File: config.mk
export PLATFORM = sky130hd
export DESIGN_NAME = r2cov_ctrl
export DESIGN_NICKNAME = d
export VERILOG_FILES = /design/src/r2cov_pkg.sv /design/src/r2cov_ctrl.sv
export SDC_FILE = /design/constraint.sdc
export NUM_CORES = 1
export LEC_CHECK = 0
export BUFFER_PORTS_ARGS = -buffer_cell sky130_fd_sc_hd__buf_4
export CAP_MARGIN = 20
export CORE_ASPECT_RATIO = 1.1
export CORE_MARGIN = 1
export CORE_UTILIZATION = 35
export CTS_CLUSTER_DIAMETER = 150
export DETAILED_ROUTE_END_ITERATION = 8
export PLACE_DENSITY = 0.62
export SYNTH_ARGS = -nofsm -noshare
export SYNTH_HDL_FRONTEND = slang
export SYNTH_SLANG_ARGS = --single-unit
export TNS_END_PERCENT = 100
File: constraint.sdc
create_clock -name clk -period 4.4 [get_ports clk]
set_clock_uncertainty 0.1 [all_clocks]
set_input_delay 0.44 -clock clk [delete_from_list [all_inputs] [get_ports clk]]
set_output_delay 0.44 -clock clk [all_outputs]
set_load 0.02 [all_outputs]
File: src/r2cov_pkg.sv
// Shared types and constants for the radius-2 coverage count engine.
// Used by r2cov_ctrl, r2cov_datapath and the top level; depends on nothing.
`default_nettype none

package r2cov_pkg;

    // Default geometry limits.
    localparam int MaxSyndromeBits = 16;
    localparam int MaxColumns      = 512;

    // Fixed field widths.
    localparam int ColumnW   = 16;
    localparam int SlotW     = 9;
    localparam int CountW    = 9;
    localparam int TotalW    = 17;
    localparam int LoadedW   = 10;
    localparam int ObjW      = 23;
    localparam int RedundW   = 5;
    localparam int ColCountW = 10;
    localparam int ModeW     = 3;
    localparam int CfgIdxW   = 2;
    localparam int CfgDataW  = 10;

    // Configuration register indexes.
    localparam logic [CfgIdxW-1:0] REG_REDUNDANCY     = 2'd0;
    localparam logic [CfgIdxW-1:0] REG_COLUMN_COUNT   = 2'd1;
    localparam logic [CfgIdxW-1:0] REG_OBJECTIVE_MODE = 2'd2;

    // Register reset values.
    localparam logic [RedundW-1:0]   RedundReset   = 5'd11;
    localparam logic [ColCountW-1:0] ColCountReset = 10'd78;
    localparam logic [ModeW-1:0]     ModeReset     = 3'd0;

    // Smallest syndrome width in use.
    localparam logic [RedundW-1:0] MinRedund = 5'd3;

    // Objective modes.
    localparam logic [ModeW-1:0] MODE_MISS_A   = 3'd0;
    localparam logic [ModeW-1:0] MODE_MISS_B   = 3'd3;
    localparam logic [ModeW-1:0] MODE_SCALE4_A = 3'd1;
    localparam logic [ModeW-1:0] MODE_SCALE4_B = 3'd4;
    localparam int ScaleLowShift  = 4;
    localparam int ScaleHighShift = 6;

    typedef enum logic [1:0] {
        REQ_CLEAR = 2'd0,
        REQ_LOAD  = 2'd1,
        REQ_SWAP  = 2'd2,
        REQ_QUERY = 2'd3
    } req_t;

    typedef enum logic [2:0] {
        STS_OK         = 3'd0,
        STS_BAD_COLUMN = 3'd1,
        STS_DUPLICATE  = 3'd2,
        STS_PHASE      = 3'd3,
        STS_BAD_SLOT   = 3'd4
    } status_t;

    typedef enum logic [3:0] {
        S_INIT,
        S_CLEAR,
        S_IDLE,
        S_CHECK,
        S_DECIDE,
        S_SELF_RD,
        S_SELF_WR,
        S_PAIR_RD,
        S_PAIR_WR,
        S_FLAG_CLR,
        S_FLAG_SET,
        S_OUT
    } state_t;

    // Commands from the controller to the datapath.
    typedef struct packed {
        logic latch_req;
        logic clr_start;
        logic clr_step;
        logic chk_rd;
        logic decide;
        logic sweep_new;
        logic sweep_rem;
        logic cnt_rd_self;
        logic cnt_rd_pair;
        logic cnt_wr;
        logic idx_adv;
        logic flag_clr;
        logic flag_set;
        logic out_load;
    } cmd_t;

    // Status from the datapath to the controller.
    typedef struct packed {
        logic    clr_last;
        logic    pair_done;
        logic    phase_rem;
        logic    out_free;
        req_t    req;
        status_t code;
    } stat_t;

endpackage

`default_nettype wire

File: src/r2cov_ctrl.sv
// Sequencing state machine of the coverage count engine.
// Depends on r2cov_pkg; drives the command struct of r2cov_datapath.
`default_nettype none

module r2cov_ctrl (
    input  wire               clk,
    input  wire               rst_n,
    input  wire               in_valid,
    output logic              in_ready,
    input  r2cov_pkg::stat_t  st,
    output r2cov_pkg::cmd_t   cmd
);
    import r2cov_pkg::*;

    state_t state_reg;
    state_t state_next;
    logic   reply_reg;
    logic   reply_next;

    // State and reply flag registers.
    always_ff @(posedge clk or negedge rst_n)
    begin
        if (!rst_n)
        begin
            state_reg <= S_INIT;
            reply_reg <= 1'b0;
        end
        else
        begin
            state_reg <= state_next;
            reply_reg <= reply_next;
        end
    end

    // A clear that follows a request ends with a result; the one after reset does not.
    always_comb
    begin
        reply_next = reply_reg;
        if (state_reg == S_IDLE && in_valid)
        begin
            reply_next = 1'b1;
        end
    end

    // Next state.
    always_comb
    begin
        state_next = state_reg;
        unique case (state_reg)
            S_INIT:     state_next = S_CLEAR;
            S_CLEAR:
            begin
                if (st.clr_last)
                begin
                    state_next = reply_reg ? S_OUT : S_IDLE;
                end
            end
            S_IDLE:
            begin
                if (in_valid)
                begin
                    state_next = S_CHECK;
                end
            end
            S_CHECK:    state_next = S_DECIDE;
            S_DECIDE:
            begin
                if (st.req == REQ_CLEAR)
                begin
                    state_next = S_INIT;
                end
                else if (st.req == REQ_QUERY || st.code != STS_OK)
                begin
                    state_next = S_OUT;
                end
                else
                begin
                    state_next = S_SELF_RD;
                end
            end
            S_SELF_RD:  state_next = S_SELF_WR;
            S_SELF_WR:  state_next = S_PAIR_RD;
            S_PAIR_RD:
            begin
                if (!st.pair_done)
                begin
                    state_next = S_PAIR_WR;
                end
                else if (st.phase_rem)
                begin
                    state_next = S_SELF_RD;
                end
                else if (st.req == REQ_SWAP)
                begin
                    state_next = S_FLAG_CLR;
                end
                else
                begin
                    state_next = S_FLAG_SET;
                end
            end
            S_PAIR_WR:  state_next = S_PAIR_RD;
            S_FLAG_CLR: state_next = S_FLAG_SET;
            S_FLAG_SET: state_next = S_OUT;
            S_OUT:
            begin
                if (st.out_free)
                begin
                    state_next = S_IDLE;
                end
            end
            default:    state_next = S_INIT;
        endcase
    end

    // Command outputs.
    always_comb
    begin
        cmd      = '0;
        in_ready = 1'b0;
        unique case (state_reg)
            S_INIT:     cmd.clr_start = 1'b1;
            S_CLEAR:    cmd.clr_step  = 1'b1;
            S_IDLE:
            begin
                in_ready      = 1'b1;
                cmd.latch_req = in_valid;
            end
            S_CHECK:    cmd.chk_rd = 1'b1;
            S_DECIDE:
            begin
                cmd.decide = 1'b1;
                if (st.code == STS_OK)
                begin
                    cmd.sweep_new = (st.req == REQ_LOAD);
                    cmd.sweep_rem = (st.req == REQ_SWAP);
                end
            end
            S_SELF_RD:  cmd.cnt_rd_self = 1'b1;
            S_SELF_WR:  cmd.cnt_wr = 1'b1;
            S_PAIR_RD:
            begin
                cmd.cnt_rd_pair = !st.pair_done;
                cmd.sweep_new   = st.pair_done && st.phase_rem;
            end
            S_PAIR_WR:
            begin
                cmd.cnt_wr  = 1'b1;
                cmd.idx_adv = 1'b1;
            end
            S_FLAG_CLR: cmd.flag_clr = 1'b1;
            S_FLAG_SET: cmd.flag_set = 1'b1;
            S_OUT:      cmd.out_load = st.out_free;
            default:    cmd = '0;
        endcase
    end

endmodule

`default_nettype wire

**Yosys cells after proc, flatten, opt, wreduce, memory -nomap -nowiden**

Cells that the tools add are included.

- Register bits: 5
- Bits in latches: 0
- RAM bits: 0
- Bits in read-only memories: 0
- Bits of input ports: 12
- Output and inout port bits: 15
- Logic and storage cells: 55
- Memories: 0

- Add/sub/neg operators: 0
- Multipliers: 0
- Divide/modulo/power cells: 0
- Magnitude comparators: 0
- Eq/ne operators: 17
- Shift-type cells: 0
- Muxes and demuxes: 26
- Bitwise operators: 0
- Reductions and logical operators: 10

Operators with widths:

| cell | number |
|---|---|
| $pmux 4 s11 | 1 |
| $mux 4 | 8 |
| $eq 4x3->1 const B | 4 |
| $eq 4x4->1 const B | 4 |
| $mux 1 | 14 |
| $eq 4x2->1 const B | 2 |
| $ne 2x2->1 const B | 3 |
| $eq 2x2->1 const B | 2 |
| $eq 4x1->1 const B | 1 |
| $logic_not 4->1 | 1 |
| $mux 2 | 2 |
| $logic_not 3->1 | 1 |
| $reduce_and 3->1 | 1 |
| $reduce_bool 3->1 | 1 |
| $eq 2x1->1 const B | 1 |
| $logic_and 1x1->1 | 2 |
| $logic_not 2->1 | 1 |
| $pmux 1 s2 | 1 |
| $reduce_or 2->1 | 1 |
| $logic_not 1->1 | 1 |
| $logic_or 1x1->1 | 1 |

**Longest topological paths before layout**

- Depth in word-level cells: 5
- Depth in mapped cells: 6
- Gate-level depth less buffers: 4

**Worst setup path before layout**

Ideal clock, no wire load.

- Kind: register to output
- Start point: register state_reg[3]
- End point: output cmd[13] (netlist bit)
- Arrival: 1,447 ps
- Data required time: 3,860 ps
- Setup slack: 2,413 ps
- Stages on the path, launching flop included: 5
- Buffers on the path: 1
- Cell sequence: dfrtp_1 > buf_6 > or4b_4 > inv_1 > and2_1

RTL lines:

| what | line | text |
|---|---|---|
| from (decl) | r2cov_ctrl.sv:15 | `state_t state_reg;` |
| from (signal assigned) | r2cov_ctrl.sv:30 | `state_reg <= state_next;` |
| to (decl) | r2cov_ctrl.sv:11 | `output r2cov_pkg::cmd_t cmd` |

==> impl_metrics.toml <==
[run_status]
outcome = "finished clean"

[routing]
drc = 0
via_count = 620
routed_wl_mm = 1.43
antenna_left = 0
via_per_inst = 5.17
drtIter0Drc = 8
drtPass1Iterations = 2
post_drt_wl_per_cell_um = 11.9

[setup_path]
rr_worst_depth = 4
slowest_stage = "dfrtp_1"
cp-end-kind = "primary output"
critical_path.cell_chain = "or4b_4 > inv_1 > and2_1 > buf_4"
cp.required_ns = 3.86
cp.arrival_ns = 1.84
cp_slowest_stage_delay_ns = 0.70
criticalPathCategory = "register to primary output"
critPathLaunchType = "register"
crit_fanout = 19

[final_layout]
final_common_cell = "buf_4"
drive_gt1_share_pct = 33.0
fill_cells = 167
diodes = 0
area_delta_synth_final_pct = 36.6
largest_reg_flops = 4
mostFrequentLayoutCells = "26 x buf_4, 8 x nor2_1, 8 x nor3_1"
fin_nets = 116

[place]
post-place-ws_ns = 2.26
hpwl_mm = 1.09
routabilityCongestion = 0.743
port_buffers = 26

[timing]
max_freq_ghz = 0.421
setup_viol = 0
fin_ws_ns = 2.02
period_needed_ns = 2.38
tns_ns = 0
slew_headroom_pct = 59.5
whs_ns = 0.424
tightest_slew_ns = 0.607
fin_crit_sh_pct = 54.0
drv_slew = 0
hold_viol = 0
rsz0062_at_grt = "no"

[min_path]
min_path_type = "register to register"
whs_path_depth = 1

[synthesis]
netlist_area_um2 = 584
avgSynthCellArea_um2 = 7.49
synth_cells = 78
async_flop_share_pct = 100
synth.yosys.seq_area_share_pct = 21.4
syn-num-nets = 90
synth_warnings = 0
synth-main-ff-cell = "dfrtp_1"
synth_edf_count = 0
yosysUniqueCellTypes = 37
ys_seq_elements = 5

[clock_network]
htree_levels = 1
cts_resized = 0
cts_root_buf = "clkbuf_4"
cts.sinks = 5
cts_tree = "built"
path_clk_slew_ns = 0.04
postCtsSetupRepairBufs = 0
clockBufferDepth = 2
cts_buffers = 3
clk_latency_ns = 0.24

[floorplan]
io-pin-count = 27
fp.coreArea_um2 = 1560
initial_core_util_pct = 37.5
fp.dieH_um = 44.9
chipWidth_um = 41.0
dieArea_um2 = 1840
rows = 15

[global_routing]
grt_usage_pct = 16.6
grt.overflow.total = 0
antenna_found_initial = 0
grt_pass1_vias = 538
grt_first_pass_wirelength_mm = 2.17
grt_max_degree = 20

[pwr]
ir_worst_vdd_mv = 0.273
power.density_nw_per_um2 = 615
total_power_mw = 0.491
p_leak_nw = 0.378

[job]
cap_violations = 0
## final timing paths
kind	startpoint	endpoint	slack, ns
max in group asynchronous	rst_n	state_reg[3]$_DFFE_PN0P_	3.65
setup reg to reg	state_reg[1]$_DFFE_PN0P_	state_reg[1]$_DFFE_PN0P_	2.54
setup / recovery	state_reg[1]$_DFFE_PN0P_	cmd[13]	2.02
hold / removal	reply_reg$_DFFE_PN0P_	reply_reg$_DFFE_PN0P_	0.42
hold reg to reg	reply_reg$_DFFE_PN0P_	reply_reg$_DFFE_PN0P_	0.42
min in group asynchronous	rst_n	state_reg[0]$_DFFE_PN0P_	0.44
## Yosys cell counts (2+ instances only)
cell type | count | area [µm²]
nor3_1 | 8 | 40.0
nor2b_1 | 3 | 18.8
inv_1 | 4 | 15.0
nor3b_1 | 2 | 15.0
buf_2 | 4 | 20.0
o21ai_0 | 3 | 15.0
nand2_1 | 7 | 26.3
nand2b_1 | 2 | 12.5
dfrtp_1 | 5 | 125
nor2_1 | 8 | 30.0
a21oi_1 | 5 | 25.0
o22ai_1 | 2 | 12.5
## cell type report
cell class | count | area, µm² | area share, %
well taps | 17 | 21.3 | 2.66
multi-input cells | 63 | 405 | 50.8
flip-flops and latches | 5 | 125 | 15.7
clock buffers | 4 | 26.3 | 3.29
repair buffers | 27 | 205 | 25.7
inverters | 4 | 15.0 | 1.88
## timing repair
item	4_1_cts	5_1_grt
hold buffers	1	0
hold endpoints to repair	5	0
setup endpoints to repair	0	0
## metal layers
metal  vias up  share of wire (%)  GRT usage [%]
li1        331                  -              -
met5         -                  0              0
met2        12                 48           26.6
met4         0                  0           6.00
met3         0                2.8              0
met1       277                 49           23.4
## power breakdown
| part | leakage (nW) | switching, mW | internal [mW] |
|---|---|---|---|
| Combinational | 0.304 | 0.141 | 0.148 |
| Clock | 0.0150 | 0.0174 | 0.0342 |
| Sequential | 0.0583 | 0.0827 | 0.0679 |
## kinds of logic (layout without fill, tap and decap cells)
kind of cell	after synthesis	count (layout)	share of synthesized area [%]
flops	5	5	21.4
compound gates	19	19	23.3
simple gates	43	43	44.5
buf+inv	10	35	9.21
xor+xnor	1	1	1.50
## per-stage QoR
stage / util [%] / area, µm² / std cells
floorplan: - / 584 / 78
global placement: 48.9 / 762 / 115
detailed placement: 48.9 / 762 / 115
CTS: 51.2 / 798 / 120
global route: 51.2 / 798 / 120
finish: 51.2 / 798 / 120
## worst max-delay path: cells and delay by family (launching register included)
kind,cells,cell delay [ns]
flip-flops,1,0.70
AND/OR/NAND/NOR,2,0.68
buffers and inverters,2,0.22
Note: power is estimated with default switching activity, not from simulation.
